===== config.mk =====
export PLATFORM = sky130hd
export DESIGN_NAME = sorted_min_priority_queue
export DESIGN_NICKNAME = d
export VERILOG_FILES = /design/src/hdl/smpq_pkg.sv /design/src/hdl/smpq_ctrl.sv /design/src/hdl/smpq_datapath.sv /design/src/hdl/sorted_min_priority_queue.sv
export SDC_FILE = /design/constraint.sdc
export NUM_CORES = 2
export LEC_CHECK = 0
export BUFFER_PORTS_ARGS = -buffer_cell sky130_fd_sc_hd__buf_2
export CORE_AREA = 2 2 467 469
export DETAILED_ROUTE_END_ITERATION = 8
export DIE_AREA = 0 0 469 471
export GPL_TIMING_DRIVEN = 0
export PLACE_DENSITY = 0.56
export SYNTH_ARGS = -nofsm -noshare
export SYNTH_HDL_FRONTEND = slang
export SYNTH_SLANG_ARGS = --single-unit
export TNS_END_PERCENT = 20

===== constraint.sdc =====
create_clock -name i_clk -period 6.45 [get_ports i_clk]
set_input_delay 0.9675 -clock i_clk [delete_from_list [all_inputs] [get_ports i_clk]]
set_output_delay 0.9675 -clock i_clk [all_outputs]
set_load 0.1 [all_outputs]

===== src/hdl/smpq_pkg.sv =====
`timescale 1ns / 1ps
package smpq_pkg;

    localparam int DATA_W = 32;
    localparam int OCC_W  = 7;

    localparam logic OP_PUSH = 1'b0;
    localparam logic OP_POP  = 1'b1;

    typedef enum logic [4:0] {
        S_IDLE = 5'b00001,
        S_PCMP = 5'b00010,
        S_PWR  = 5'b00100,
        S_POP  = 5'b01000,
        S_OUT  = 5'b10000
    } t_state;

    // controller -> datapath
    typedef struct packed {
        logic accept;     // latch request, seed the hole at the tail
        logic is_push;    // op of the accepted request
        logic rd_head;    // read the front entry instead of the one below the hole
        logic shift;      // move the entry below the hole up into it
        logic write_val;  // drop the pushed value into the hole
        logic pop_take;   // return the front entry and advance the front
        logic load_out;   // move the result into the output register
    } t_cmd;

    // datapath -> controller
    typedef struct packed {
        logic full;
        logic empty;
        logic gt;         // entry below the hole is greater than the pushed value
        logic last;       // hole sits one above the front
    } t_sts;

endpackage


===== src/hdl/smpq_ctrl.sv =====
`timescale 1ns / 1ps
module smpq_ctrl (
    input  logic            i_clk,
    input  logic            i_rst_n,
    input  logic            i_in_valid,
    input  logic            i_op,
    input  logic            i_out_ready,
    input  smpq_pkg::t_sts  i_sts,
    output smpq_pkg::t_cmd  o_cmd,
    output logic            o_in_ready,
    output logic            o_out_valid
);

    smpq_pkg::t_state r_state, n_state;
    logic             r_out_valid, n_out_valid;
    logic             accept;
    logic             out_free;

    assign accept   = (r_state == smpq_pkg::S_IDLE) && i_in_valid;
    assign out_free = !r_out_valid || i_out_ready;

    always_comb begin
        n_state         = r_state;
        o_cmd           = '0;
        o_cmd.is_push   = (i_op == smpq_pkg::OP_PUSH);
        o_cmd.rd_head   = (i_op == smpq_pkg::OP_POP);
        case (r_state)
            smpq_pkg::S_IDLE: begin
                if (accept) begin
                    o_cmd.accept = 1'b1;
                    if (i_op == smpq_pkg::OP_POP) begin
                        n_state = i_sts.empty ? smpq_pkg::S_OUT : smpq_pkg::S_POP;
                    end else if (i_sts.full) begin
                        n_state = smpq_pkg::S_OUT;
                    end else if (i_sts.empty) begin
                        n_state = smpq_pkg::S_PWR;
                    end else begin
                        n_state = smpq_pkg::S_PCMP;
                    end
                end
            end
            smpq_pkg::S_PCMP: begin
                o_cmd.rd_head = 1'b0;
                if (i_sts.gt) begin
                    o_cmd.shift = 1'b1;
                    if (i_sts.last) begin
                        n_state = smpq_pkg::S_PWR;
                    end
                end else begin
                    o_cmd.write_val = 1'b1;
                    n_state         = smpq_pkg::S_OUT;
                end
            end
            smpq_pkg::S_PWR: begin
                o_cmd.rd_head   = 1'b0;
                o_cmd.write_val = 1'b1;
                n_state         = smpq_pkg::S_OUT;
            end
            smpq_pkg::S_POP: begin
                o_cmd.pop_take = 1'b1;
                n_state        = smpq_pkg::S_OUT;
            end
            smpq_pkg::S_OUT: begin
                if (out_free) begin
                    o_cmd.load_out = 1'b1;
                    n_state        = smpq_pkg::S_IDLE;
                end
            end
            default: begin
                n_state = smpq_pkg::S_IDLE;
            end
        endcase
    end

    always_comb begin
        if (o_cmd.load_out) begin
            n_out_valid = 1'b1;
        end else if (i_out_ready) begin
            n_out_valid = 1'b0;
        end else begin
            n_out_valid = r_out_valid;
        end
    end

    always_ff @(posedge i_clk) begin
        if (!i_rst_n) begin
            r_state     <= smpq_pkg::S_IDLE;
            r_out_valid <= 1'b0;
        end else begin
            r_state     <= n_state;
            r_out_valid <= n_out_valid;
        end
    end

    assign o_in_ready  = (r_state == smpq_pkg::S_IDLE);
    assign o_out_valid = r_out_valid;

endmodule


===== src/hdl/smpq_datapath.sv =====
`timescale 1ns / 1ps
module smpq_datapath #(
    parameter int DEPTH = 64
) (
    input  logic                               i_clk,
    input  logic                               i_rst_n,
    input  smpq_pkg::t_cmd                     i_cmd,
    input  logic signed [smpq_pkg::DATA_W-1:0] i_push_value,
    output smpq_pkg::t_sts                     o_sts,
    output logic signed [smpq_pkg::DATA_W-1:0] o_popped_value,
    output logic                               o_popped_valid,
    output logic                               o_push_dropped,
    output logic        [smpq_pkg::OCC_W-1:0]  o_occupancy
);

    localparam int AW = $clog2(DEPTH);
    localparam int CW = $clog2(DEPTH + 1);
    localparam logic [AW-1:0] LAST_ADDR = AW'(DEPTH - 1);

    function automatic logic [AW-1:0] ptr_inc(input logic [AW-1:0] p);
        ptr_inc = (p == LAST_ADDR) ? '0 : p + 1'b1;
    endfunction

    function automatic logic [AW-1:0] ptr_dec(input logic [AW-1:0] p);
        ptr_dec = (p == '0) ? LAST_ADDR : p - 1'b1;
    endfunction

    logic signed [smpq_pkg::DATA_W-1:0] mem [DEPTH];
    logic signed [smpq_pkg::DATA_W-1:0] r_rd_data;

    logic [AW-1:0] r_head, n_head;
    logic [AW-1:0] r_tail, n_tail;
    logic [CW-1:0] r_count, n_count;
    logic [AW-1:0] r_hole;
    logic [CW-1:0] r_idx;
    logic signed [smpq_pkg::DATA_W-1:0] r_val;

    logic signed [smpq_pkg::DATA_W-1:0] r_res_value;
    logic                               r_res_valid;
    logic                               r_res_dropped;

    logic [AW-1:0]                      rd_addr;
    logic                               we;
    logic signed [smpq_pkg::DATA_W-1:0] wd;

    // Walk the hole down: next read sits two below the current hole.
    always_comb begin
        if (i_cmd.accept && i_cmd.rd_head) begin
            rd_addr = r_head;
        end else if (i_cmd.accept) begin
            rd_addr = ptr_dec(r_tail);
        end else begin
            rd_addr = ptr_dec(ptr_dec(r_hole));
        end
    end

    assign we = i_cmd.shift || i_cmd.write_val;
    assign wd = i_cmd.shift ? r_rd_data : r_val;

    always_ff @(posedge i_clk) begin
        if (we) begin
            mem[r_hole] <= wd;
        end
        r_rd_data <= mem[rd_addr];
    end

    always_comb begin
        n_head  = r_head;
        n_tail  = r_tail;
        n_count = r_count;
        if (i_cmd.write_val) begin
            n_tail  = ptr_inc(r_tail);
            n_count = r_count + 1'b1;
        end else if (i_cmd.pop_take) begin
            n_head  = ptr_inc(r_head);
            n_count = r_count - 1'b1;
        end
    end

    always_ff @(posedge i_clk) begin
        if (!i_rst_n) begin
            r_head  <= '0;
            r_tail  <= '0;
            r_count <= '0;
        end else begin
            r_head  <= n_head;
            r_tail  <= n_tail;
            r_count <= n_count;
        end
    end

    always_ff @(posedge i_clk) begin
        if (i_cmd.accept) begin
            r_val         <= i_push_value;
            r_hole        <= r_tail;
            r_idx         <= r_count;
            r_res_value   <= '0;
            r_res_valid   <= 1'b0;
            r_res_dropped <= i_cmd.is_push && o_sts.full;
        end else if (i_cmd.shift) begin
            r_hole <= ptr_dec(r_hole);
            r_idx  <= r_idx - 1'b1;
        end else if (i_cmd.pop_take) begin
            r_res_value <= r_rd_data;
            r_res_valid <= 1'b1;
        end
    end

    always_ff @(posedge i_clk) begin
        if (i_cmd.load_out) begin
            o_popped_value <= r_res_value;
            o_popped_valid <= r_res_valid;
            o_push_dropped <= r_res_dropped;
            o_occupancy    <= smpq_pkg::OCC_W'(r_count);
        end
    end

    assign o_sts.full  = (r_count == CW'(DEPTH));
    assign o_sts.empty = (r_count == '0);
    assign o_sts.gt    = (r_rd_data > r_val);
    assign o_sts.last  = (r_idx == CW'(1));

endmodule


===== src/hdl/sorted_min_priority_queue.sv =====
`timescale 1ns / 1ps
// Flow: a pop passes S_POP and S_OUT to the output register; an empty pop or a refused push
//   goes straight to S_OUT; a push walks past each stored value greater than the new one.
// Requests: one at a time; the next is taken once the previous result enters the output
//   register, and S_OUT waits while the output register still holds an unaccepted result.
// Reset: synchronous active-low i_rst_n empties the queue; entry storage is not cleared.
module sorted_min_priority_queue #(
    parameter int DEPTH = 64
) (
    input  logic                               i_clk,
    input  logic                               i_rst_n,
    // request channel
    input  logic                               i_in_valid,
    output logic                               o_in_ready,
    input  logic                               i_op,
    input  logic signed [smpq_pkg::DATA_W-1:0] i_push_value,
    // result channel
    output logic                               o_out_valid,
    input  logic                               i_out_ready,
    output logic signed [smpq_pkg::DATA_W-1:0] o_popped_value,
    output logic                               o_popped_valid,
    output logic                               o_push_dropped,
    output logic        [smpq_pkg::OCC_W-1:0]  o_occupancy
);

    // The entries live in a circular buffer in one memory: the front moves on a
    // pop, so a pop costs no shifting. A push opens a hole at the tail and walks
    // it down toward the front, moving each larger entry up by one, one entry per
    // cycle. Equal values stay below the new one, so equal values leave in
    // arrival order.
    smpq_pkg::t_cmd cmd;
    smpq_pkg::t_sts sts;

    smpq_ctrl u_ctrl (
        .i_clk       (i_clk),
        .i_rst_n     (i_rst_n),
        .i_in_valid  (i_in_valid),
        .i_op        (i_op),
        .i_out_ready (i_out_ready),
        .i_sts       (sts),
        .o_cmd       (cmd),
        .o_in_ready  (o_in_ready),
        .o_out_valid (o_out_valid)
    );

    smpq_datapath #(
        .DEPTH (DEPTH)
    ) u_datapath (
        .i_clk          (i_clk),
        .i_rst_n        (i_rst_n),
        .i_cmd          (cmd),
        .i_push_value   (i_push_value),
        .o_sts          (sts),
        .o_popped_value (o_popped_value),
        .o_popped_valid (o_popped_valid),
        .o_push_dropped (o_push_dropped),
        .o_occupancy    (o_occupancy)
    );

endmodule


# Word-level counts from Yosys, hierarchy flattened
# Memories as Yosys holds them, arrays and structs flattened. A register that Yosys moved wholly into a read port is not among the register bits.
# Index checks and enable logic that the tools add are counted.
[word_totals]
ramBits = 2048
wordCells = 95
register_bits = 145
n_memories = 1
out_inout_bits = 43
inputBits = 37
[memory_table]
columns = ["name", "depth", "width", "rd", "rd_clocked_by_memory_dff", "wr", "line", "rtl"]
rows = [
  ["u_datapath.mem", 64, 32, 1, 1, 1, "smpq_datapath.sv:28", "logic signed [smpq_pkg::DATA_W-1:0] mem [DEPTH];"],
]
[classes]
add_sub_neg = 8
magnitude_cmp = 1
reduce_logical = 18
muxes = 37
bitwise_logic = 3
n_eq_ne = 12
[ops]
columns = ["cell", "count"]
rows = [
  ["$mux W6", 9],
  ["$mux W5", 7],
  ["$gt A32 B32 Y1", 1],
  ["$mux W32", 1],
  ["$mux W7", 4],
  ["$pmux W5 S4", 1],
  ["$logic_not A6 Y1", 3],
  ["$sub A6 B1 Y6 const B", 3],
  ["$sub A7 B1 Y7 const B", 2],
  ["$mux W1", 13],
  ["$add A6 B1 Y6 const B", 2],
  ["$eq A6 B6 Y1 const B", 2],
  ["$add A7 B1 Y7 const B", 1],
  ["$eq A7 B1 Y1 const B", 1],
  ["$eq A7 B7 Y1 const B", 1],
  ["$logic_not A7 Y1", 1],
  ["$reduce_bool A2 Y1", 3],
  ["$eq A5 B1 Y1 const B", 1],
  ["$eq A5 B2 Y1 const B", 1],
  ["$eq A5 B3 Y1 const B", 1],
  ["$eq A5 B4 Y1 const B", 1],
  ["$eq A5 B5 Y1 const B", 1],
  ["$ne A2 B1 Y1 const B", 2],
  ["$reduce_and A2 Y1", 2],
  ["other kinds (9)", 15],
]

# Depth between registers and ports, before layout
[logic_depth]
depth_word = 6
mapped_depth = 20
mapped_depth_nobuf = 20

# Hierarchy
# Synthesis repeated with hierarchy kept, for this count alone.
[unflattened]
hier_cells = 7718
hier_area_um2 = 104502.7
[modules_own_cells]
columns = ["mod", "area_each_um2", "cells_each", "seq_area_each_um2", "n_inst"]
rows = [
  ["smpq_datapath", 104023.5, 7661, 65793.1, 1],
  ["smpq_ctrl", 479.2, 57, 120.1, 1],
]

# Worst setup path after synthesis
# Ideal clock, no wire load.
[synth_path]
path_type = "register -> register"
start = "reg u_datapath.r_val[9] (netlist bit)"
end = "mem u_datapath.mem[0][0] (netlist bit), data pin"
arrival_time_ns = 4.702
n_path_buf = 2
setup_ns = 0.702
required_ns = 5.748
slack_ns = 1.045
period_less_slack_ns = 5.405
path_stages_with_launch = 12
cell_sequence = "edfxtp_1 > inv_1 > ha_1 > nand4_1 > or3_1 > a211oi_1 > a2111oi_0 > o22ai_1 > nand3_1 > buf_2 > buf_1 > o21ai_0"
[synth_via]
elab_chain_cells = 4
[synth_rtl]
columns = ["item", "line", "rtl"]
rows = [
  ["start: declaration", "smpq_datapath.sv:36", "logic signed [smpq_pkg::DATA_W-1:0] r_val;"],
  ["start signal: assignment", "smpq_datapath.sv:94", "r_val <= i_push_value;"],
  ["$gt A32 B32 Y1", "smpq_datapath.sv:120", "assign o_sts.gt = (r_rd_data > r_val);"],
  ["$mux W1", "smpq_ctrl.sv:44", "if (i_sts.gt) begin"],
  ["$mux W1", "smpq_ctrl.sv:27", "case (r_state)"],
  ["$mux W32", "smpq_datapath.sv:58", "assign wd = i_cmd.shift ? r_rd_data : r_val;"],
  ["via u_datapath.wd (one bit)", "smpq_datapath.sv:44", "logic signed [smpq_pkg::DATA_W-1:0] wd;"],
  ["end: declaration", "smpq_datapath.sv:28", ""],
]
# The timed path passes the listed nets, and every way through them passes these cells.

# Worst setup path in the final report
[layout_path]
start = "reg u_datapath.r_hole[0]"
end = "reg u_datapath.r_rd_data[4] (netlist bit), read port of u_datapath.mem"
[layout_via]
elab_chain_cells = 6
elab_cells_between_ends = 8
classes_between = "add/sub (2); mux (4); reduce/logical (2)"
[layout_rtl]
columns = ["item", "line", "rtl"]
rows = [
  ["start: declaration", "smpq_datapath.sv:34", "logic [AW-1:0] r_hole;"],
  ["start signal: assignment", "smpq_datapath.sv:95", "r_hole <= r_tail;"],
  ["start signal: assignment", "smpq_datapath.sv:101", "r_hole <= ptr_dec(r_hole);"],
  ["$sub A6 B1 Y6 or $logic_not A6 Y1 (tied branches)", "smpq_datapath.sv:25", "ptr_dec = (p == '0) ? LAST_ADDR : p - 1'b1;"],
  ["$mux W6 (*)", "smpq_datapath.sv:25", ""],
  ["$sub A6 B1 Y6 or $logic_not A6 Y1 (tied branches)", "smpq_datapath.sv:25", ""],
  ["$mux W6 (*)", "smpq_datapath.sv:25", ""],
  ["$mux W6 (*)", "smpq_datapath.sv:50", "end else if (i_cmd.accept) begin"],
  ["$mux W6 (*)", "smpq_datapath.sv:48", "if (i_cmd.accept && i_cmd.rd_head) begin"],
  ["end: declaration", "smpq_datapath.sv:29", "logic signed [smpq_pkg::DATA_W-1:0] r_rd_data;"],
]
# Mark *: on every way between the ends. The rest lies on a longest branch, timed or not.
# A chain may end at the register's enable or synchronous reset.

==> results.md <==
- Max Freq: 155 MHz
- Worst relative slew slack: 0.586%
- Clk sink count: 2225
- Largest net degree at the start of global routing: 65
- Worst-path clk slew: 0.06 ns
- Status: complete, but fails checks
- Clock Skews: 0.0430 ns
- Via/cell ratio: 5.67
- Root buffer cell: clkbuf_16
- Crit path arrival time: 7.07 ns
- Layout cells sized above 1: 11.8%
- GR Util All Layers: 24.7%
- Synth area leaders: edfxtp_1 73%, nand2_1 7.5%, nand3_1 5.6%
- CTS tree: done
- Hold slack: 0.266 ns
- Cell variety after synth: 69
- CTS buffer count: 227
- Vias in the first global route: 55100
- Reg-to-Reg End: u_datapath.r_rd_data[4]
- Total wire length: 277000 um
- Initial Util: 40.7%
- Multi-input gate area: 21100 um2
- Number of synthesized flops with an enable pin: 2135
- Via count: 57200
- Commonest cells in the netlist: 2135 x edfxtp_1, 1767 x nand2_1, 992 x nand3_1
- Type of the worst setup path: register to register
- Most common cell in the netlist: edfxtp_1
- Post-DRT Antenna Nets: 0
- Routability Congestion: 0.907
- Fin cells: 10100
- Placed cells: 9663
- CP endpoint: u_datapath.r_rd_data[4]
- Clock tree buffer depth: 3
- Cells after Synth: 6618
- Post-synth top flop: edfxtp_1
- Total grt overflow: 0
- WL/cell: 27.4 um
- Buf/Inv on CP: 5
- Worst path max stage delay: 0.80 ns
- Fillers: 18900
- Flops & latches, synth: 2225
- First-pass GRT wire length: 394000 um
- Die ar.: 221000 um2
- Initial antenna violation count: 16
- Final setup vio count: 0
- Slew Viols, Final: 0
- Crit Path Max Fanout: 10
- Floorplan Core Area: 216000 um2
- Synth top area share: 72.9%
- CP Launch Point: u_datapath.r_hole[0]
- Nets: 7123
- Detailed Route Iter0 Violations: 7218
- I/O Buffers: 78
- CP Launch Type: register
- Std cell rows: 171
- Critical-path top delay cell: nor4_2
- Die H: 471 um
- Max cap viols: 1
- Layout area overhead: 16.1%
- Critical Path RT: 7.08 ns
- Syn Nets: 6702
- Clock Latency Late Sink: 0.88 ns
- Mapped Area: 88000 um2
- Critical Path End Type: register
- Crit. path cell count: 14
- DP HPWL: 191000 um
- Worst-case reg-to-reg path depth: 14
- H-tree depth: 4
- Failing checks: capacitance limit
- Avg Cell Area, Syn: 13.3 um2
- Drc violations: 0
- Reg2reg setup slack: 0.02 ns
- Leading area contributor after synthesis: edfxtp_1
- Register area: 65900 um2
- Fin crit share: 99.8%
- CP top delay family: simple AND/OR/NAND/NOR gates
- Worst hold path class: primary input to register
- Register area share after synthesis: 74.9%
- RSZ-0062 raised after global routing: true
- Iteration count of the initial detailed-routing pass: 6
- Final Hold Vio Count: 0
- Crit path cell chain: buf_2, inv_1, ha_1, nor3b_2, a21o_1, mux2i_2, nor2_1, clkbuf_2, clkbuf_2, clkbuf_1, nand3_1, a21oi_1, nor4_2, nand3_1
- Asr flop ratio synth: 0%
- Min Clock Period, post-route: 6.43 ns
- YS warnings: 0
- Worst-margin pin slew: 1.48 ns
- Worst r2r src: u_datapath.r_hole[0]
- Setup TNS: 0 ns
- Die Wd: 469 um
- Io pins: 80
-- flip-flops by register name, summed over array words and instances (netlist names), 5 cells and up --
name                       flops
u_datapath.r_count             7
u_ctrl.r_state                 5
u_datapath.r_rd_data          32
u_datapath.o_popped_value     32
u_datapath.o_occupancy         7
u_datapath.r_res_value        32
u_datapath.r_head              6
u_datapath.r_val              32
u_datapath.r_idx               7
u_datapath.r_tail              6
u_datapath.r_hole              6
u_datapath.mem              2048
-- layer usage --
metal,vias up,wire length (um),GRT usage (%)
met4,0,12200,9.65
met5,-,0,0
met2,2512,125000,37.6
met3,442,25000,5.10
li1,25200,-,-
met1,29100,114000,34.7
-- cell usage in the layout, fill, tap and decap left out, types with 49 or more instances in the layout --
cell          n
mux4_2       65
and3_1       76
nand2_1    1767
nand3_1     992
nor2_4       59
o21ai_0      55
clkbuf_1    327
a221oi_1     65
buf_1        49
nor2_1       97
buf_2       165
clkbuf_16   230
a21oi_1     277
a211oi_1     63
clkinv_1     54
a311oi_1     66
edfxtp_1   2135
dfxtp_1      90
buf_12       63
-- how the worst min path moves through the flow --
| stage | startpoint | end | slack [ns] | cells past startpoint |
|---|---|---|---|---|
| after floorplan | u_datapath.r_res_dropped | u_datapath.o_push_dropped | 0.40 | 0 |
| after global placement | u_datapath.r_count[6] | u_datapath.o_occupancy[6] | 0.41 | 0 |
| after detailed placement | u_datapath.r_count[6] | u_datapath.o_occupancy[6] | 0.41 | 0 |
| after CTS | i_push_value[5] | u_datapath.r_val[5] | 0.21 | 1 |
| after global routing | i_push_value[5] | u_datapath.r_val[5] | 0.22 | 1 |
| final | i_push_value[5] | u_datapath.r_val[5] | 0.27 | 1 |
-- area by class of cell --
class / count / area share, %
flip-flops and latches: 2225 / 64.5
multi-input cells: 3916 / 20.7
clock buffers: 287 / 5.89
well taps: 2854 / 3.49
repair buffers: 193 / 2.47
plain buffers: 429 / 1.72
clock inverters: 133 / 1.05
inverters: 47 / 0.176
diodes: 6 / 0.0147
-- cells by family after synthesis --
logic type / Yosys count / synth area share (%)
AND/OR/NAND/NOR: 3144 / 15.5
flip-flops: 2225 / 74.9
AO/OA/AOI/OAI: 602 / 4.44
buffers and inverters: 477 / 2.18
multiplexers: 102 / 2.13
adder cells (fa/ha/maj): 47 / 0.677
XOR/XNOR: 21 / 0.209
-- stage by stage --
stage / setup WS [ns] / area, um2 / util, %
2_1_floorplan: 1.05 / 88000 / -
5_1_grt: -0.0215 / 102000 / 47.3
3_5_place_dp: -1.09 / 94800 / 43.9
3_3_place_gp: -4.79 / 91900 / 42.5
4_1_cts: 0.00592 / 102000 / 47.2
6_report: 0.0156 / 102000 / 47.3
-- timing repair --
action / 4_1_cts / 5_1_grt
gates resized for setup: 47 / 14
gates cloned: 0 / 0
setup endpoints to repair: 32 / 31
hold buffers: 0 / 0
buffers inserted: 0 / 2
Power is not shown: default switching activity piles up to over one toggle a cycle in this logic, so the estimate is an artifact.
